[src/design/dadd_pkg.sv]
package dadd_pkg;

  localparam int unsigned DEF_MAX_YEAR    = 9999;
  localparam int unsigned DEF_OFFSET_BITS = 16;
  localparam int unsigned QUEUE_DEPTH     = 2;

  localparam int unsigned YEAR_IN_W  = 14;
  localparam int unsigned MONTH_W    = 4;
  localparam int unsigned DAY_W      = 5;
  localparam int unsigned OFF_W      = 17;
  localparam int unsigned MAG_W_MAX  = 17;
  localparam int unsigned Q100_W     = 8;
  localparam int unsigned R100_W     = 7;
  localparam int unsigned DOY_W      = 9;

  // year / 100 as (year * RECIP100) >> RECIP_SHIFT, exact for 14-bit years
  localparam int unsigned RECIP100    = 10486;
  localparam int unsigned RECIP_SHIFT = 20;

  typedef enum logic [1:0] {
    ST_OK        = 2'd0,
    ST_BAD_START = 2'd1,
    ST_RANGE     = 2'd2
  } status_t;

  typedef enum logic [1:0] {
    BK_IDLE,
    BK_YEAR,
    BK_MONTH,
    BK_DONE
  } back_state_t;

  typedef struct packed {
    logic [YEAR_IN_W-1:0] year;
    logic [MONTH_W-1:0]   month;
    logic [DAY_W-1:0]     day;
    logic [R100_W-1:0]    r100;   // year mod 100
    logic [1:0]           c4;     // (year / 100) mod 4
    logic                 bad;
    logic                 neg;
    logic [MAG_W_MAX-1:0] mag;
  } item_t;

  function automatic logic leap_of(logic [1:0] ylo, logic [R100_W-1:0] r100, logic [1:0] c4);
    return (ylo == 2'd0) && ((r100 != '0) || (c4 == 2'd0));
  endfunction

  function automatic logic [DAY_W-1:0] month_days(logic [MONTH_W-1:0] m, logic leap);
    logic [DAY_W-1:0] d;
    case (m)
      4'd1, 4'd3, 4'd5, 4'd7, 4'd8, 4'd10, 4'd12: d = 5'd31;
      4'd4, 4'd6, 4'd9, 4'd11:                    d = 5'd30;
      4'd2:                                       d = leap ? 5'd29 : 5'd28;
      default:                                    d = 5'd0;
    endcase
    return d;
  endfunction

  function automatic logic [DOY_W-1:0] days_before_month(logic [MONTH_W-1:0] m, logic leap);
    logic [DOY_W-1:0] c;
    case (m)
      4'd1:    c = 9'd0;
      4'd2:    c = 9'd31;
      4'd3:    c = 9'd59;
      4'd4:    c = 9'd90;
      4'd5:    c = 9'd120;
      4'd6:    c = 9'd151;
      4'd7:    c = 9'd181;
      4'd8:    c = 9'd212;
      4'd9:    c = 9'd243;
      4'd10:   c = 9'd273;
      4'd11:   c = 9'd304;
      4'd12:   c = 9'd334;
      default: c = 9'd0;
    endcase
    if (leap && (m > 4'd2)) begin
      c = c + 9'd1;
    end
    return c;
  endfunction

endpackage

[src/design/dadd_front.sv]
module dadd_front import dadd_pkg::*; #(
  parameter int unsigned MAX_YEAR    = DEF_MAX_YEAR,
  parameter int unsigned OFFSET_BITS = DEF_OFFSET_BITS
) (
  input  logic                        clk,
  input  logic                        rst_n,
  input  logic                        in_valid,
  output logic                        in_stall,
  input  logic [YEAR_IN_W-1:0]        in_start_year,
  input  logic [MONTH_W-1:0]          in_start_month,
  input  logic [DAY_W-1:0]            in_start_day,
  input  logic signed [OFF_W-1:0]     in_offset_days,
  output logic                        q_push,
  output item_t                       q_data,
  input  logic                        q_full
);

  localparam int unsigned YEAR_W = $clog2(MAX_YEAR + 1);
  localparam int unsigned MAG_W  = (OFFSET_BITS < MAG_W_MAX) ? OFFSET_BITS : MAG_W_MAX;
  localparam logic [MAG_W_MAX-1:0] MAG_LIM = MAG_W_MAX'((64'd1 << MAG_W) - 64'd1);

  logic                  vld_r, vld_nxt;
  logic [YEAR_IN_W-1:0]  year_r;
  logic [MONTH_W-1:0]    month_r;
  logic [DAY_W-1:0]      day_r;
  logic [OFF_W-1:0]      off_r;
  logic [Q100_W-1:0]     q100_r;

  logic [2*YEAR_IN_W-1:0] prod_w;
  logic [R100_W-1:0]      r100_w;
  logic                   leap_w;
  logic                   bad_w;
  logic [MAG_W_MAX-1:0]   mag_raw_w;

  assign in_stall = vld_r && q_full;
  assign q_push   = vld_r && !q_full;
  assign prod_w   = (2*YEAR_IN_W)'(in_start_year) * (2*YEAR_IN_W)'(RECIP100);

  always_ff @(posedge clk) begin
    if (!rst_n) begin
      vld_r <= 1'b0;
    end else begin
      vld_r <= vld_nxt;
    end
  end

  always_ff @(posedge clk) begin
    if (in_valid && !in_stall) begin
      year_r  <= in_start_year;
      month_r <= in_start_month;
      day_r   <= in_start_day;
      off_r   <= in_offset_days;
      q100_r  <= Q100_W'(prod_w >> RECIP_SHIFT);
    end
  end

  always_comb begin
    vld_nxt = vld_r;
    if (in_valid && !in_stall) begin
      vld_nxt = 1'b1;
    end else if (q_push) begin
      vld_nxt = 1'b0;
    end

    r100_w = R100_W'(year_r - (YEAR_IN_W'(q100_r) * YEAR_IN_W'(100)));
    leap_w = leap_of(year_r[1:0], r100_w, q100_r[1:0]);
    bad_w  = (year_r == '0) || (YEAR_W'(year_r) > YEAR_W'(MAX_YEAR)) ||
             (month_r == '0) || (month_r > 4'd12) ||
             (day_r == '0) || (day_r > month_days(month_r, leap_w));

    mag_raw_w = off_r[OFF_W-1] ? (MAG_W_MAX'(~off_r) + MAG_W_MAX'(1)) : MAG_W_MAX'(off_r);

    q_data.year  = year_r;
    q_data.month = month_r;
    q_data.day   = day_r;
    q_data.r100  = r100_w;
    q_data.c4    = q100_r[1:0];
    q_data.bad   = bad_w;
    q_data.neg   = off_r[OFF_W-1];
    q_data.mag   = (mag_raw_w > MAG_LIM) ? MAG_LIM : mag_raw_w;
  end

endmodule

[src/design/dadd_fifo.sv]
module dadd_fifo import dadd_pkg::*; #(
  parameter int unsigned DEPTH = QUEUE_DEPTH
) (
  input  logic  clk,
  input  logic  rst_n,
  input  logic  push,
  input  item_t wdata,
  output logic  full,
  input  logic  pop,
  output item_t rdata,
  output logic  empty
);

  localparam int unsigned PTR_W = $clog2(DEPTH);
  localparam int unsigned CNT_W = $clog2(DEPTH + 1);

  item_t              mem_r [DEPTH];
  logic [PTR_W-1:0]   wr_ptr_r, wr_ptr_nxt;
  logic [PTR_W-1:0]   rd_ptr_r, rd_ptr_nxt;
  logic [CNT_W-1:0]   cnt_r, cnt_nxt;

  assign full  = (cnt_r == CNT_W'(DEPTH));
  assign empty = (cnt_r == '0);
  assign rdata = mem_r[rd_ptr_r];

  always_comb begin
    wr_ptr_nxt = push ? wr_ptr_r + PTR_W'(1) : wr_ptr_r;
    rd_ptr_nxt = pop ? rd_ptr_r + PTR_W'(1) : rd_ptr_r;
    cnt_nxt    = cnt_r;
    if (push && !pop) begin
      cnt_nxt = cnt_r + CNT_W'(1);
    end else if (pop && !push) begin
      cnt_nxt = cnt_r - CNT_W'(1);
    end
  end

  always_ff @(posedge clk) begin
    if (!rst_n) begin
      wr_ptr_r <= '0;
      rd_ptr_r <= '0;
      cnt_r    <= '0;
    end else begin
      wr_ptr_r <= wr_ptr_nxt;
      rd_ptr_r <= rd_ptr_nxt;
      cnt_r    <= cnt_nxt;
    end
  end

  always_ff @(posedge clk) begin
    if (push) begin
      mem_r[wr_ptr_r] <= wdata;
    end
  end

endmodule

[src/design/dadd_back.sv]
module dadd_back import dadd_pkg::*; #(
  parameter int unsigned MAX_YEAR = DEF_MAX_YEAR
) (
  input  logic                 clk,
  input  logic                 rst_n,
  input  logic                 q_empty,
  output logic                 q_pop,
  input  item_t                q_data,
  output logic                 out_valid,
  input  logic                 out_stall,
  output logic [YEAR_IN_W-1:0] out_result_year,
  output logic [MONTH_W-1:0]   out_result_month,
  output logic [DAY_W-1:0]     out_result_day,
  output logic [1:0]           out_status
);

  localparam int unsigned YEAR_W = $clog2(MAX_YEAR + 1);

  back_state_t          state_r, state_nxt;
  logic [YEAR_W-1:0]    y_r, y_nxt;
  logic [R100_W-1:0]    r100_r, r100_nxt;
  logic [1:0]           c4_r, c4_nxt;
  logic [DOY_W-1:0]     doy_r, doy_nxt;
  logic [MAG_W_MAX-1:0] rem_r, rem_nxt;
  logic                 neg_r, neg_nxt;
  logic [MONTH_W-1:0]   mon_r, mon_nxt;
  status_t              stat_r, stat_nxt;

  logic                 ov_r, ov_nxt;
  logic [YEAR_IN_W-1:0] oy_r, oy_nxt;
  logic [MONTH_W-1:0]   om_r, om_nxt;
  logic [DAY_W-1:0]     od_r, od_nxt;
  status_t              os_r, os_nxt;

  logic                 leap_h, leap_c, leap_p;
  logic [DOY_W-1:0]     ylast, left;
  logic [YEAR_W-1:0]    y_dec;
  logic [R100_W-1:0]    r100_dec;
  logic [1:0]           c4_dec;
  logic [DAY_W-1:0]     mdays;

  assign out_valid        = ov_r;
  assign out_result_year  = oy_r;
  assign out_result_month = om_r;
  assign out_result_day   = od_r;
  assign out_status       = os_r;

  always_ff @(posedge clk) begin
    if (!rst_n) begin
      state_r <= BK_IDLE;
      ov_r    <= 1'b0;
    end else begin
      state_r <= state_nxt;
      ov_r    <= ov_nxt;
    end
  end

  always_ff @(posedge clk) begin
    y_r    <= y_nxt;
    r100_r <= r100_nxt;
    c4_r   <= c4_nxt;
    doy_r  <= doy_nxt;
    rem_r  <= rem_nxt;
    neg_r  <= neg_nxt;
    mon_r  <= mon_nxt;
    stat_r <= stat_nxt;
    oy_r   <= oy_nxt;
    om_r   <= om_nxt;
    od_r   <= od_nxt;
    os_r   <= os_nxt;
  end

  always_comb begin
    leap_h   = leap_of(q_data.year[1:0], q_data.r100, q_data.c4);
    leap_c   = leap_of(y_r[1:0], r100_r, c4_r);
    ylast    = leap_c ? 9'd365 : 9'd364;
    left     = ylast - doy_r;
    y_dec    = y_r - YEAR_W'(1);
    r100_dec = (r100_r == '0) ? R100_W'(99) : r100_r - R100_W'(1);
    c4_dec   = (r100_r == '0) ? c4_r - 2'd1 : c4_r;
    leap_p   = leap_of(y_dec[1:0], r100_dec, c4_dec);
    mdays    = month_days(mon_r, leap_c);

    state_nxt = state_r;
    y_nxt     = y_r;
    r100_nxt  = r100_r;
    c4_nxt    = c4_r;
    doy_nxt   = doy_r;
    rem_nxt   = rem_r;
    neg_nxt   = neg_r;
    mon_nxt   = mon_r;
    stat_nxt  = stat_r;
    q_pop     = 1'b0;

    ov_nxt = ov_r && out_stall;
    oy_nxt = oy_r;
    om_nxt = om_r;
    od_nxt = od_r;
    os_nxt = os_r;

    case (state_r)
      BK_IDLE: begin
        if (!q_empty) begin
          q_pop    = 1'b1;
          y_nxt    = YEAR_W'(q_data.year);
          r100_nxt = q_data.r100;
          c4_nxt   = q_data.c4;
          neg_nxt  = q_data.neg;
          rem_nxt  = q_data.mag;
          mon_nxt  = 4'd1;
          doy_nxt  = days_before_month(q_data.month, leap_h) + DOY_W'(q_data.day) - 9'd1;
          if (q_data.bad) begin
            stat_nxt  = ST_BAD_START;
            state_nxt = BK_DONE;
          end else begin
            stat_nxt  = ST_OK;
            state_nxt = BK_YEAR;
          end
        end
      end
      BK_YEAR: begin
        if (!neg_r) begin
          if (rem_r <= MAG_W_MAX'(left)) begin
            doy_nxt   = doy_r + DOY_W'(rem_r);
            state_nxt = BK_MONTH;
          end else if (y_r == YEAR_W'(MAX_YEAR)) begin
            stat_nxt  = ST_RANGE;
            state_nxt = BK_DONE;
          end else begin
            rem_nxt  = rem_r - MAG_W_MAX'(left) - MAG_W_MAX'(1);
            doy_nxt  = '0;
            y_nxt    = y_r + YEAR_W'(1);
            r100_nxt = (r100_r == R100_W'(99)) ? '0 : r100_r + R100_W'(1);
            c4_nxt   = (r100_r == R100_W'(99)) ? c4_r + 2'd1 : c4_r;
          end
        end else begin
          if (rem_r <= MAG_W_MAX'(doy_r)) begin
            doy_nxt   = doy_r - DOY_W'(rem_r);
            state_nxt = BK_MONTH;
          end else if (y_r == YEAR_W'(1)) begin
            stat_nxt  = ST_RANGE;
            state_nxt = BK_DONE;
          end else begin
            rem_nxt  = rem_r - MAG_W_MAX'(doy_r) - MAG_W_MAX'(1);
            doy_nxt  = leap_p ? 9'd365 : 9'd364;
            y_nxt    = y_dec;
            r100_nxt = r100_dec;
            c4_nxt   = c4_dec;
          end
        end
      end
      BK_MONTH: begin
        if ((mon_r != 4'd12) && (doy_r >= DOY_W'(mdays))) begin
          doy_nxt = doy_r - DOY_W'(mdays);
          mon_nxt = mon_r + 4'd1;
        end else begin
          state_nxt = BK_DONE;
        end
      end
      BK_DONE: begin
        if (!ov_r || !out_stall) begin
          ov_nxt    = 1'b1;
          os_nxt    = stat_r;
          state_nxt = BK_IDLE;
          if (stat_r == ST_OK) begin
            oy_nxt = YEAR_IN_W'(y_r);
            om_nxt = mon_r;
            od_nxt = DAY_W'(doy_r) + DAY_W'(1);
          end else begin
            oy_nxt = '0;
            om_nxt = '0;
            od_nxt = '0;
          end
        end
      end
      default: begin
        state_nxt = BK_IDLE;
      end
    endcase
  end

endmodule

[src/design/date_add_days_unit.sv]
// Channel  Handshake            Word
// in       in_valid / in_stall  in_start_year, in_start_month, in_start_day, in_offset_days
// out      out_valid / out_stall out_result_year, out_result_month, out_result_day, out_status
//
// The back unit walks one year per cycle, then one month per cycle.
// Front register and a two-word queue take new words while the back unit works.
// rst_n is synchronous; it clears valids, queue pointers and the back state.
// out_stall holds the output register; the back unit waits and the queue fills behind it.
module date_add_days_unit import dadd_pkg::*; #(
  parameter int unsigned MAX_YEAR    = DEF_MAX_YEAR,
  parameter int unsigned OFFSET_BITS = DEF_OFFSET_BITS
) (
  input  logic                    clk,
  input  logic                    rst_n,
  input  logic                    in_valid,
  output logic                    in_stall,
  input  logic [YEAR_IN_W-1:0]    in_start_year,
  input  logic [MONTH_W-1:0]      in_start_month,
  input  logic [DAY_W-1:0]        in_start_day,
  input  logic signed [OFF_W-1:0] in_offset_days,
  output logic                    out_valid,
  input  logic                    out_stall,
  output logic [YEAR_IN_W-1:0]    out_result_year,
  output logic [MONTH_W-1:0]      out_result_month,
  output logic [DAY_W-1:0]        out_result_day,
  output logic [1:0]              out_status
);

  logic  q_push, q_full, q_pop, q_empty;
  item_t q_wdata, q_rdata;

  dadd_front #(
    .MAX_YEAR    (MAX_YEAR),
    .OFFSET_BITS (OFFSET_BITS)
  ) u_front (
    .clk            (clk),
    .rst_n          (rst_n),
    .in_valid       (in_valid),
    .in_stall       (in_stall),
    .in_start_year  (in_start_year),
    .in_start_month (in_start_month),
    .in_start_day   (in_start_day),
    .in_offset_days (in_offset_days),
    .q_push         (q_push),
    .q_data         (q_wdata),
    .q_full         (q_full)
  );

  dadd_fifo #(
    .DEPTH (QUEUE_DEPTH)
  ) u_fifo (
    .clk   (clk),
    .rst_n (rst_n),
    .push  (q_push),
    .wdata (q_wdata),
    .full  (q_full),
    .pop   (q_pop),
    .rdata (q_rdata),
    .empty (q_empty)
  );

  dadd_back #(
    .MAX_YEAR (MAX_YEAR)
  ) u_back (
    .clk              (clk),
    .rst_n            (rst_n),
    .q_empty          (q_empty),
    .q_pop            (q_pop),
    .q_data           (q_rdata),
    .out_valid        (out_valid),
    .out_stall        (out_stall),
    .out_result_year  (out_result_year),
    .out_result_month (out_result_month),
    .out_result_day   (out_result_day),
    .out_status       (out_status)
  );

endmodule
[config.mk]
export PLATFORM = sky130hd
export DESIGN_NAME = date_add_days_unit
export DESIGN_NICKNAME = d
export VERILOG_FILES = /design/src/design/dadd_pkg.sv /design/src/design/dadd_front.sv /design/src/design/dadd_fifo.sv /design/src/design/dadd_back.sv /design/src/design/date_add_days_unit.sv
export SDC_FILE = /design/constraint.sdc
export NUM_CORES = 1
export LEC_CHECK = 0
export BUFFER_PORTS_ARGS = -buffer_cell sky130_fd_sc_hd__buf_4
export CAP_MARGIN = 20
export CORE_MARGIN = 1.5
export CORE_UTILIZATION = 40
export CTS_CLUSTER_DIAMETER = 200
export DETAILED_ROUTE_END_ITERATION = 8
export GPL_TIMING_DRIVEN = 1
export SYNTH_ARGS = -nofsm -noshare
export SYNTH_HDL_FRONTEND = slang
export SYNTH_SLANG_ARGS = --single-unit
[constraint.sdc]
create_clock -name clk -period 8.9 [get_ports clk]
set_input_delay 2.225 -clock clk [delete_from_list [all_inputs] [get_ports clk]]
set_output_delay 2.225 -clock clk [all_outputs]
set_load 0.05 [all_outputs]
==> results.txt, run 1 <==
----------------------------------------------------
[Floorplan]
  Std-Cell Rows ... 74
  Horizontal die dimension ... around 210 um
  Die Footprint ... between 40,000 and 50,000 um2
  Number of primary I/O pins ... between 70 and 80
  Floorplan Core Area ... roughly 41,000 um2
  Floorplan die height ... 208 um
  Effective utilization at floorplan ... between 40% and 50%

[Logic synthesis]
  Flip-flop and latch count after synthesis ... approximately 230
  Async set-reset flop share out of synthesis ... 0%
  Synthesized area ... about 17,000 um2
  Post-synthesis cell type count ... 81
  Per-instance average area after synthesis ... between 10 and 15 um2
  Yosys synthesis warning count ... 0
  Post-synth top flop ... edfxtp_1
  Fraction of the yosys area taken by sequential cells ... approximately two fifths
  Post-Synthesis Cells ... between 1,500 and 2,000
  Number of synthesized flops with an enable pin ... 224

[Worst setup path]
  Crit path max-delay cell type ... fa_1
  Setup CP Type ... primary input to register
  Capture instance of the worst register-to-register path ... u_back.rem_r[15]$_DFFE_PP_
  Critical Path Sink ... u_front.q100_r[3]$_DFFE_PP_
  Critical path buffers and inverters ... 3
  Required time worst endpoint ... 9180 ps
  Launch point of the worst reg-to-reg path ... u_back.r100_r[2]$_DFFE_PP_
  Biggest cell delay along the critical path ... 520 ps
  Worst path most repeated cell ... fa_1
  Critical path launch point ... in_start_year[9]
  Cell depth of the worst flop-to-flop path ... 20
  Maximum fanout along the worst path ... 7
  Top cell family by delay on the critical path ... adder cells
  Reg2reg setup slack ... 2800 ps
  Startpoint Class ... primary input
  Kind of capture point of the worst setup path ... register
  Worst-path cell chain ... buf_4, ha_1, inv_1, fa_1, fa_1, inv_1, fa_1, fa_1, ha_1, a21o_1, a211o_1, a2111oi_0, o21ai_0, a31oi_1, nor2b_1, xnor2_1
  Critical Path AT ... between 6000 and 7000 ps
  Worst path depth ... 16

[Drt]
  Met2 Routed Length ... about 18,000 um
  Wl on met1 ... 17,100 um
  Vias after detailed routing ... around 12,000
  Final routed wirelength across all metal layers ... around 38,000 um
  Drc violations ... 0
  First-pass iteration count of the detailed router ... 5
  Average routed wire per standard cell ... ~17 um
  Detail Route met3 WL ... 1270 um
  Max layer used ... met4
  Post-DR vias/cell ... 5.31
  Count of antenna-violating nets left after detailed routing ... 0
  Iteration-0 DRC count of the detailed router ... 816

[CTS]
  Clock buffers created by TritonCTS ... 26
  Worst-path clk slew ... ~60 ps
  Clock latency on the worst-skew pair ... 550 ps
  Post-CTS Resized ... 0
  Clock net sink count ... ~230
  Clock tree from TritonCTS ... yes
  Maximum buffer depth of the clock tree ... 3
  Cts hold-fix bufs ... 0
  Cell at the root of the clock tree ... clkbuf_16
  Max H-tree Level ... 1
  Number of post-CTS setup repair buffers ... 0

[Timing]
  Clock skew after layout ... 21.8 ps
  Worst slew pin tran ... roughly 900 ps
  RSZ-0062 raised after global routing ... false
  Max-slew headroom ... 38.3%
  Endpoints failing hold ... 0
  Highest clock rate ... ~160 MHz
  Post-route setup TNS ... 0 ps
  Slew Limit Fails ... 0
  Tmin final ... between 6000 and 7000 ps
  Endpoints failing setup ... 0
  Final clock period utilization by the worst path ... between 70% and 80%

[Placement]
  Quantity of I/O buffers inserted on ports ... 70
  Count of placed standard cells including taps ... around 2,100
  HPWL reported at the end of detailed placement ... 28,900 um
  Weighted congestion at the end of routability-driven global placement ... around 0.92

[Global routing]
  Global-route wire length before repair ... 60,900 um
  Initial antenna violation count ... 0
  Maximum number of pins on one net before global-route repair ... 80
  Total gr overflow ... 0
  Number of global-route vias before repair ... between 10,000 and 15,000
  Global-route usage over all layers ... about 18%

[Finish]
  Final Net Count ... around 1,900
  Filler instances ... 3,901
  Synth-to-layout area growth ... 11.7%
  Final standard cell count with taps included and fillers excluded ... 2,174
  Antenna diodes ... 0
  Share of cells above drive strength 1 ... roughly a tenth
  Multi-input gate area ... around 9000 um2
  Sequential cell area ... a little under 7000 um2

[Flow run]
  Max-cap violations ... 0

[Power]
  Peak supply drop ... 174 uV
  Pwr dens ... 369 nW/um2
  Total leakage power ... 7.60 nW

[Min path]
  Worst hold path stage count ... 0
  Worst hold path class ... register to register

[Outcome]
  Run status ... finished, final reports clean

----------------------------------------------------
==> logic make-up (layout without fill, tap and decap cells) <==
family,Yosys count,count (layout),synth area share [%]
DFF,233,233,41.2
and+or+nand+nor,389,389,12.0
muxes,48,48,2.89
buffers and inverters,246,323,5.59
other,1,2,0.0224
adders and majority gates,248,248,21.5
xor gates and xnor gates,96,96,5.01
AOI/OAI and AO/OA,303,303,11.7
==> routing by layer <==
layer / global-route usage [%] / up-vias
met5: 0 / -
met1: 22.9 / 5538
li1: - / 5711
met3: 1.68 / 66
met4: 5.71 / 0
met2: 30.6 / 236
==> worst min path at each step <==
stage,from,to,slack (ps)
after floorplan,u_front.off_r[16]$_DFFE_PP_,u_fifo.mem_r[0][17]$_DFFE_PP_,440
after global placement,u_fifo.rd_ptr_r$_SDFFE_PN0P_,register,490
after detailed placement,u_front.year_r[1]$_DFFE_PP_,u_fifo.mem_r[0][38]$_DFFE_PP_,500
after CTS,u_front.year_r[1]$_DFFE_PP_,u_fifo.mem_r[0][38]$_DFFE_PP_,520
after global routing,u_front.year_r[1]$_DFFE_PP_,u_fifo.mem_r[0][38]$_DFFE_PP_,540
final,u_front.year_r[1]$_DFFE_PP_,u_fifo.mem_r[1][38]$_DFFE_PP_,510
==> area by class of cell <==
cell class	count	share of cell area (%)
clock buffer	30	3.67
clock inverter	17	0.902
inverter	195	3.91
multi-input combinational	1086	47.8
sequential	233	36.9
tap	532	3.55
timing repair buffer	81	3.25
==> placed cells by master, fill, tap and decap left out, types with 19 or more instances in the layout <==
cell and n:
edfxtp_1 224, inv_1 193, ha_1 179, nand2_1 93
nor2_1 85, buf_4 81, a21oi_1 77, o21ai_0 73
fa_1 68, xnor2_1 64, mux2i_1 44, nor3_1 35
xor2_1 32, nor2b_1 28, clkbuf_16 27, nand3_1 25
o211ai_1 20, a211oi_1 19
==> cells in the mapped netlist (all sizes together) (36+ instances only) <==
master  count  area share, %
inv       194            4.3
clkbuf     40           0.90
fa         68            8.1
nor2       86            1.9
a21oi      77            2.3
xnor2      64            3.3
mux2i      44            2.6
nor3       36            1.1
edfxtp    224             40
ha        180             13
nand2      94            2.1
o21ai      73            2.2
==> report_power, final <==
group | switching [W] | total (W) | internal (W)
Combinational | 0.00233 | 0.00392 | 0.00159
Sequential | 0.000294 | 0.00192 | 0.00162
Clock | 0.000436 | 0.00108 | 0.000639
Total | 0.00306 | 0.00692 | 0.00385
==> through the flow <==
stage	total power (W)	setup slack (ps)	util [%]	cell area (um2)	hold WS (ps)
2_1_floorplan	0.00481	925	-	16800	443
3_3_place_gp	0.00576	2020	43.5	17900	486
3_5_place_dp	0.00583	1940	43.5	17900	505
4_1_cts	0.00695	2490	45.5	18700	519
5_1_grt	0.00751	2290	45.6	18700	544
6_report	0.00692	2490	45.6	18700	514
==> sequential cells by signal (all words and copies together) (netlist names), 7 cells and up, named ones only <==
register,cells
u_back.doy_r,9
u_back.out_result_year,14
u_back.r100_r,7
u_back.rem_r,17
u_back.y_r,14
u_fifo.mem_r,98
u_front.off_r,17
u_front.year_r,14
Note: power is estimated with default switching activity, not from simulation.
==> inputs of run 2 (changes only) <==
- ABC_AREA: default -> 1
- clock period: 8.9 -> 5.47 ns (I/O delays scaled with it)
==> run 2 against run 1 <==
  * Sequential share of layout area shrank 1.1 points
  * Clock power increased by 75%
  * Combinational power is 90% higher
  * Global-route usage grew 1.7 points
  * Power is 80% higher
  * Area after synthesis increased by 1.8%
  * Via count is 13% higher
  * Register-to-register slack lost 2300 ps
  * Sequential power up 62%
  * Non-clock buffer count up 20
  * Largest cell class unchanged
  * Largest power group unchanged
==> results.txt, run 2 <==
----------------------------------------------------
[Outcome]
  Run status ... finished, final reports clean

[Placement]
  HPWL reported at the end of detailed placement ... between 30,000 and 40,000 um
  Weighted congestion at the end of routability-driven global placement ... approximately 0.93
  Quantity of I/O buffers inserted on ports ... 70

[Floorplan]
  Floorplan Core Area ... around 42,000 um2
  Die Footprint ... between 40,000 and 50,000 um2
  Number of primary I/O pins ... 71
  Effective utilization at floorplan ... between 40% and 50%
  Floorplan die height ... ~210 um
  Std-Cell Rows ... 75
  Horizontal die dimension ... roughly 210 um

[Finish]
  Largest register FFs ... 98
  Antenna diodes ... 0
  Final Net Count ... around 2,300
  Most common cell after layout, fill and taps aside ... inv_1
  Most frequent cells in the layout ... 307 x inv_1, 285 x nand2_1, 224 x edfxtp_1
  Biggest regs ... u_fifo.mem_r: 98 flops, u_back.rem_r: 17 flops, u_front.off_r: 17 flops
  Synth-to-layout area growth ... 13.2%
  Biggest register ... u_fifo.mem_r
  Share of cells above drive strength 1 ... under 10%

[Drt]
  Average routed wire per standard cell ... ~17 um
  Post-DR vias/cell ... between 5 and 6
  Count of antenna-violating nets left after detailed routing ... 0
  Final routed wirelength across all metal layers ... ~42,000 um
  Vias after detailed routing ... 13,000
  Iteration-0 DRC count of the detailed router ... 832
  Drc violations ... 0
  First-pass iteration count of the detailed router ... 5

[Logic synthesis]
  Most frequent cells after synthesis ... 308 x inv_1, 285 x nand2_1, 224 x edfxtp_1, 180 x ha_1, 165 x nor2_1
  Flip-flop and latch count after synthesis ... 233
  Post-Synthesis Cells ... approximately 1,900
  Per-instance average area after synthesis ... between 9 and 10 um2
  Post-synth top flop ... edfxtp_1
  Most area-hungry cell type in the Yosys netlist ... edfxtp_1
  Post-synthesis cell type count ... a little over 60
  Number of synthesized flops with an enable pin ... 224
  Synthesized area ... 17,100 um2
  Most common cell in the synthesized netlist ... inv_1
  Portion of synthesized cell area occupied by the leading cell type ... 39.4%
  Biggest area contributors in the synthesized netlist ... edfxtp_1 39%, ha_1 13%, fa_1 8.0%
  Async set-reset flop share out of synthesis ... 0%
  Yosys synthesis warning count ... 0
  Fraction of the yosys area taken by sequential cells ... approximately two fifths

[CTS]
  Clock buffers created by TritonCTS ... 28
  Max H-tree Level ... 1
  Clock tree from TritonCTS ... yes
  Cell at the root of the clock tree ... clkbuf_16
  Maximum buffer depth of the clock tree ... 3
  Number of post-CTS setup repair buffers ... 0
  Clock net sink count ... 233
  Worst-path clk slew ... approximately 60 ps
  Clock latency on the worst-skew pair ... about 570 ps
  Cts hold-fix bufs ... 0
  Post-CTS Resized ... 0

[Timing]
  RSZ-0062 raised after global routing ... false
  Highest clock rate ... between 200 and 250 MHz
  Final clock period utilization by the worst path ... between 90% and 100%
  Tmin final ... between 4000 and 5000 ps
  Hold Worst Slack ... between 400 and 500 ps
  Endpoints failing hold ... 0
  Clock skew after layout ... roughly 32 ps
  Max-slew headroom ... a little over a third
  Worst slew pin tran ... between 900 and 1000 ps
  Endpoints failing setup ... 0
  Slew Limit Fails ... 0

[Worst setup path]
  Cell depth of the worst flop-to-flop path ... 26
  Kind of capture point of the worst setup path ... register
  Launch point of the worst reg-to-reg path ... u_back.r100_r[0]$_DFFE_PP_
  Capture instance of the worst register-to-register path ... u_back.c4_r[0]$_DFFE_PP_
  Biggest cell delay along the critical path ... approximately 490 ps
  Startpoint Class ... register
  Reg2reg setup slack ... 480 ps
  Critical Path AT ... approximately 5200 ps
  Maximum fanout along the worst path ... 6
  Setup CP Type ... register to register
  Required time worst endpoint ... approximately 5700 ps
  Crit path max-delay cell type ... edfxtp_1
  Worst path most repeated cell ... nand2_1

[Power]
  Total leakage power ... around 8.6 nW
  Relative contribution of combinational cells to total power ... 59.8%
  Net Switching ... about 0.006 W
  Int Power ... 0.00652 W
  Clock network fraction of total power ... approximately 15%
  Pwr dens ... between 600 and 700 nW/um2
  Power share of the sequential group ... 25.0%
  Peak supply drop ... 306 uV
  Switching share of power ... between 40% and 50%
  Overall power of the completed layout ... approximately 0.012 W

[Min path]
  Worst hold path stage count ... 1
  Worst hold path class ... register to register
  Startpoint of the worst hold path ... u_fifo.rd_ptr_r$_SDFFE_PN0P_

[Flow run]
  Max-cap violations ... 0

[Global routing]
  Number of global-route vias before repair ... roughly 13,000
  Maximum number of pins on one net before global-route repair ... between 50 and 60
  Global-route wire length before repair ... roughly 68,000 um
  Initial antenna violation count ... 0
  Total gr overflow ... 0
  Global-route usage over all layers ... around a fifth

----------------------------------------------------
[run 2: cell count changes after synthesis, moves of 17 or more]
cell and delta:
xnor2_1 -48, nand2_1 +192, and2_1 -17, mux2i_1 -37, nand3_1 +57, nor2_1 +79, a21oi_1 +36, o21ai_0 +65
clkbuf_1 -17, inv_1 +115, nor2b_1 -29
[run 2: worst max path at each step]
stage / from / end / slack [ps] / cells past startpoint
2_1_floorplan: u_back.r100_r[0]$_DFFE_PP_ / u_back.r100_r[0]$_DFFE_PP_ / 400 / 25
3_3_place_gp: in_start_year[12] / u_front.q100_r[3]$_DFFE_PP_ / 30 / 15
3_5_place_dp: in_start_year[10] / u_front.q100_r[3]$_DFFE_PP_ / -10 / 15
4_1_cts: in_start_year[10] / u_front.q100_r[3]$_DFFE_PP_ / 550 / 15
5_1_grt: u_back.r100_r[0]$_DFFE_PP_ / u_back.c4_r[1]$_DFFE_PP_ / 120 / 26
6_report: u_back.r100_r[0]$_DFFE_PP_ / u_back.c4_r[0]$_DFFE_PP_ / 480 / 26
[run 2: metrics by stage]
stage	util (%)	area (um2)	setup slack, ps	cells	setup TNS, ps
final	46.0	19300	484	2522	0
after global routing	46.0	19300	124	2522	0
after CTS	45.9	19300	552	2521	0
after detailed placement	43.7	18400	-13.1	2471	-13.1
after global placement	43.7	18400	31.4	2471	0
after floorplan	-	17100	395	1868	0
[run 2: final cells by class]
type	instances	area, um2
multi-input combinational	1282	8830
clock buffer	39	763
fill	4018	22700
clock inverter	11	164
inverter	317	1190
tap	539	674
sequential	233	6910
timing repair buffer	101	783
[run 2: logic make-up (layout without fill, tap and decap cells)]
group | Yosys count | after routing | synth area share, %
flops | 233 | 233 | 40.4
simple gates | 633 | 633 | 16.1
buf+inv | 353 | 468 | 7.99
compound gates | 337 | 337 | 11.1
fa+ha+maj | 248 | 248 | 21.2
mux | 7 | 7 | 0.410
other cells | 1 | 2 | 0.0220
xor+xnor | 55 | 55 | 2.82
[run 2: layer usage]
metal	global-route usage [%]	wire length (um)	vias to the layer above
li1	-	-	6481
met3	1.96	1860	64
met1	26.8	19600	6173
met5	0	0	-
met2	31.6	19200	306
met4	5.73	1130	0
[run 2: power groups by stage]
stage                     clock network (W)  logic, W  registers [W]
after detailed placement                  0   0.00734        0.00313
final                               0.00189   0.00743        0.00311
after floorplan                           0   0.00530        0.00303
after CTS                           0.00193   0.00740        0.00310
after global placement                    0   0.00723        0.00312
after global routing                0.00199   0.00842        0.00316
[run 2: critical path: cells and delay by family (launching register included)]
kind                       cells  cell delay [ps]
and+or+nand+nor               12             1610
buffers and inverters          4              430
AOI/OAI and AO/OA              5             1030
adders and majority gates      4              880
xor gates and xnor gates       1              170
DFF                            1              490
==> inputs of run 3 (changes only) <==
- CORE_UTILIZATION: 40 -> 45
==> run 3 against run 2 <==
  * Non-clock buffer count down 5
  * Sequential power barely moved
  * Worst setup slack better by 62 ps
  * Clock skew is 11 ps lower
  * Power down 1.1%
  * Count of clock-buffer cells in the layout shrank 8
  * Critical path type unchanged
  * Die area decreased by 11%
==> results.txt, run 3 (synthesis results as in run 2) <==
----------------------------------------------------
[Global routing]
  Global-route wire length before repair ... between 60,000 and 70,000 um
  Global-route usage over all layers ... a little over a fifth
  Number of global-route vias before repair ... 12,600
  Initial antenna violation count ... 0
  Maximum number of pins on one net before global-route repair ... about 50
  Total gr overflow ... 0

[Finish]
  Largest register FFs ... between 90 and 100
  Final standard cell count with taps included and fillers excluded ... around 2,500
  Most frequent cells in the layout ... 307 x inv_1, 285 x nand2_1, 224 x edfxtp_1
  Most common cell after layout, fill and taps aside ... inv_1
  Antenna diodes ... 0
  Biggest register ... u_fifo.mem_r
  Final Net Count ... ~2,200
  Share of cells above drive strength 1 ... 9.11%
  Post-route design area ... 19,200 um2
  Biggest regs ... u_fifo.mem_r: 98 flops, u_back.rem_r: 17 flops, u_front.off_r: 17 flops
  Synth-to-layout area growth ... 12.4%

[Timing]
  Final clock period utilization by the worst path ... about nine tenths
  Clock skew after layout ... around 21 ps
  Endpoints failing hold ... 0
  RSZ-0062 raised after global routing ... false
  Max-slew headroom ... between 20% and 30%
  Post-route setup TNS ... 0 ps
  Slew Limit Fails ... 0
  Highest clock rate ... 203 MHz
  Endpoints failing setup ... 0
  Worst slew pin tran ... approximately 1100 ps
  Tmin final ... about 4900 ps
  Hold Worst Slack ... roughly 460 ps

[Drt]
  Post-DR vias/cell ... slightly above 5
  Iteration-0 DRC count of the detailed router ... 812
  Count of antenna-violating nets left after detailed routing ... 0
  Final routed wirelength across all metal layers ... a little over 40,000 um
  Vias after detailed routing ... ~13,000
  First-pass iteration count of the detailed router ... 5
  Average routed wire per standard cell ... 16.6 um
  Drc violations ... 0

[Power]
  Net Switching ... a little under 0.006 W
  Pwr dens ... between 600 and 700 nW/um2
  Total leakage power ... roughly 8.6 nW
  Int Power ... 0.00640 W
  Clock network fraction of total power ... ~15%
  Peak supply drop ... around 220 uV
  Power share of the sequential group ... about 25%
  Switching share of power ... about 48%
  Relative contribution of combinational cells to total power ... around three fifths
  Overall power of the completed layout ... 0.0123 W

[Floorplan]
  Floorplan die height ... approximately 200 um
  Horizontal die dimension ... a little under 200 um
  Die Footprint ... about 39,000 um2
  Std-Cell Rows ... between 70 and 80
  Floorplan Core Area ... about 37,000 um2
  Effective utilization at floorplan ... approximately 46%
  Number of primary I/O pins ... 71

[CTS]
  Clock latency on the worst-skew pair ... 560 ps
  Post-CTS Resized ... 0
  Cell at the root of the clock tree ... clkbuf_16
  Maximum buffer depth of the clock tree ... 3
  Clock net sink count ... between 200 and 250
  Max H-tree Level ... 1
  Clock buffers created by TritonCTS ... 27
  Number of post-CTS setup repair buffers ... 0
  Worst-path clk slew ... about 60 ps
  Clock tree from TritonCTS ... yes
  Cts hold-fix bufs ... 0

[Worst setup path]
  Startpoint Class ... register
  Biggest cell delay along the critical path ... roughly 480 ps
  Top cell family by delay on the critical path ... simple AND/OR/NAND/NOR gates
  Critical path launch point ... u_back.r100_r[1]$_DFFE_PP_
  Crit path max-delay cell type ... edfxtp_1
  Worst path most repeated cell ... nand2_1
  Launch point of the worst reg-to-reg path ... u_back.r100_r[1]$_DFFE_PP_
  Worst path depth ... 26
  Critical Path AT ... 5170 ps
  Cell depth of the worst flop-to-flop path ... 26
  Maximum fanout along the worst path ... 29
  Setup CP Type ... register to register
  Required time worst endpoint ... approximately 5700 ps
  Critical path buffers and inverters ... 4
  Kind of capture point of the worst setup path ... register

[Placement]
  Weighted congestion at the end of routability-driven global placement ... approximately 0.95
  HPWL reported at the end of detailed placement ... between 30,000 and 40,000 um
  Quantity of I/O buffers inserted on ports ... 70
  Placement-stage cell area ... roughly 18,000 um2
  Count of placed standard cells including taps ... around 2,400

[Min path]
  Startpoint of the worst hold path ... u_fifo.rd_ptr_r$_SDFFE_PN0P_
  Worst hold path class ... register to register
  Worst hold path stage count ... 1

[Outcome]
  Run status ... finished, final reports clean

[Flow run]
  Max-cap violations ... 0

----------------------------------------------------
[run 3: final timing paths]
check,to,slack [ps]
setup / recovery,u_back.rem_r[13]$_DFFE_PP_,550
hold / removal,register,460
setup reg to reg,u_back.rem_r[13]$_DFFE_PP_,550
hold reg to reg,register,460
[run 3: metal layers]
layer / vias up / GRT usage, % / routed length (um)
met1: 5975 / 28.8 / 18800
met5: - / 0 / 0
met2: 271 / 36.0 / 19300
met3: 61 / 2.98 / 1860
met4: 0 / 6.70 / 1200
li1: 6474 / - / -
[run 3: metrics by stage]
step | utilization [%] | setup WS [ps]
2_1_floorplan | - | 395
3_3_place_gp | 48.8 | 92.4
3_5_place_dp | 48.8 | 50.8
4_1_cts | 51.2 | 598
5_1_grt | 51.2 | 77.2
6_report | 51.2 | 546
[run 3: area by class of cell]
cell class                 instances  area [um2]
fill                            3506       18300
inverter                         317        1190
sequential                       233        6910
multi-input combinational       1282        8830
tap                              511         639
clock buffer                      31         691
timing repair buffer              96         733
clock inverter                    16         196
[run 3: power groups by stage]
stage                     sequential [W]  combinational (W)  clock (W)
final                            0.00311            0.00736    0.00182
after CTS                        0.00311            0.00736    0.00185
after floorplan                  0.00303            0.00530          0
after global routing             0.00317            0.00831    0.00193
after detailed placement         0.00314            0.00731          0
after global placement           0.00313            0.00720          0
[run 3: worst reg2reg max path, delay by kind of cell (launching register included)]
| family | cells | cell delay [ps] |
|---|---|---|
| compound gates | 5 | 1110 |
| simple gates | 12 | 1510 |
| buf+inv | 4 | 440 |
| fa+ha+maj | 4 | 930 |
| flops | 1 | 480 |
| xor+xnor | 1 | 160 |
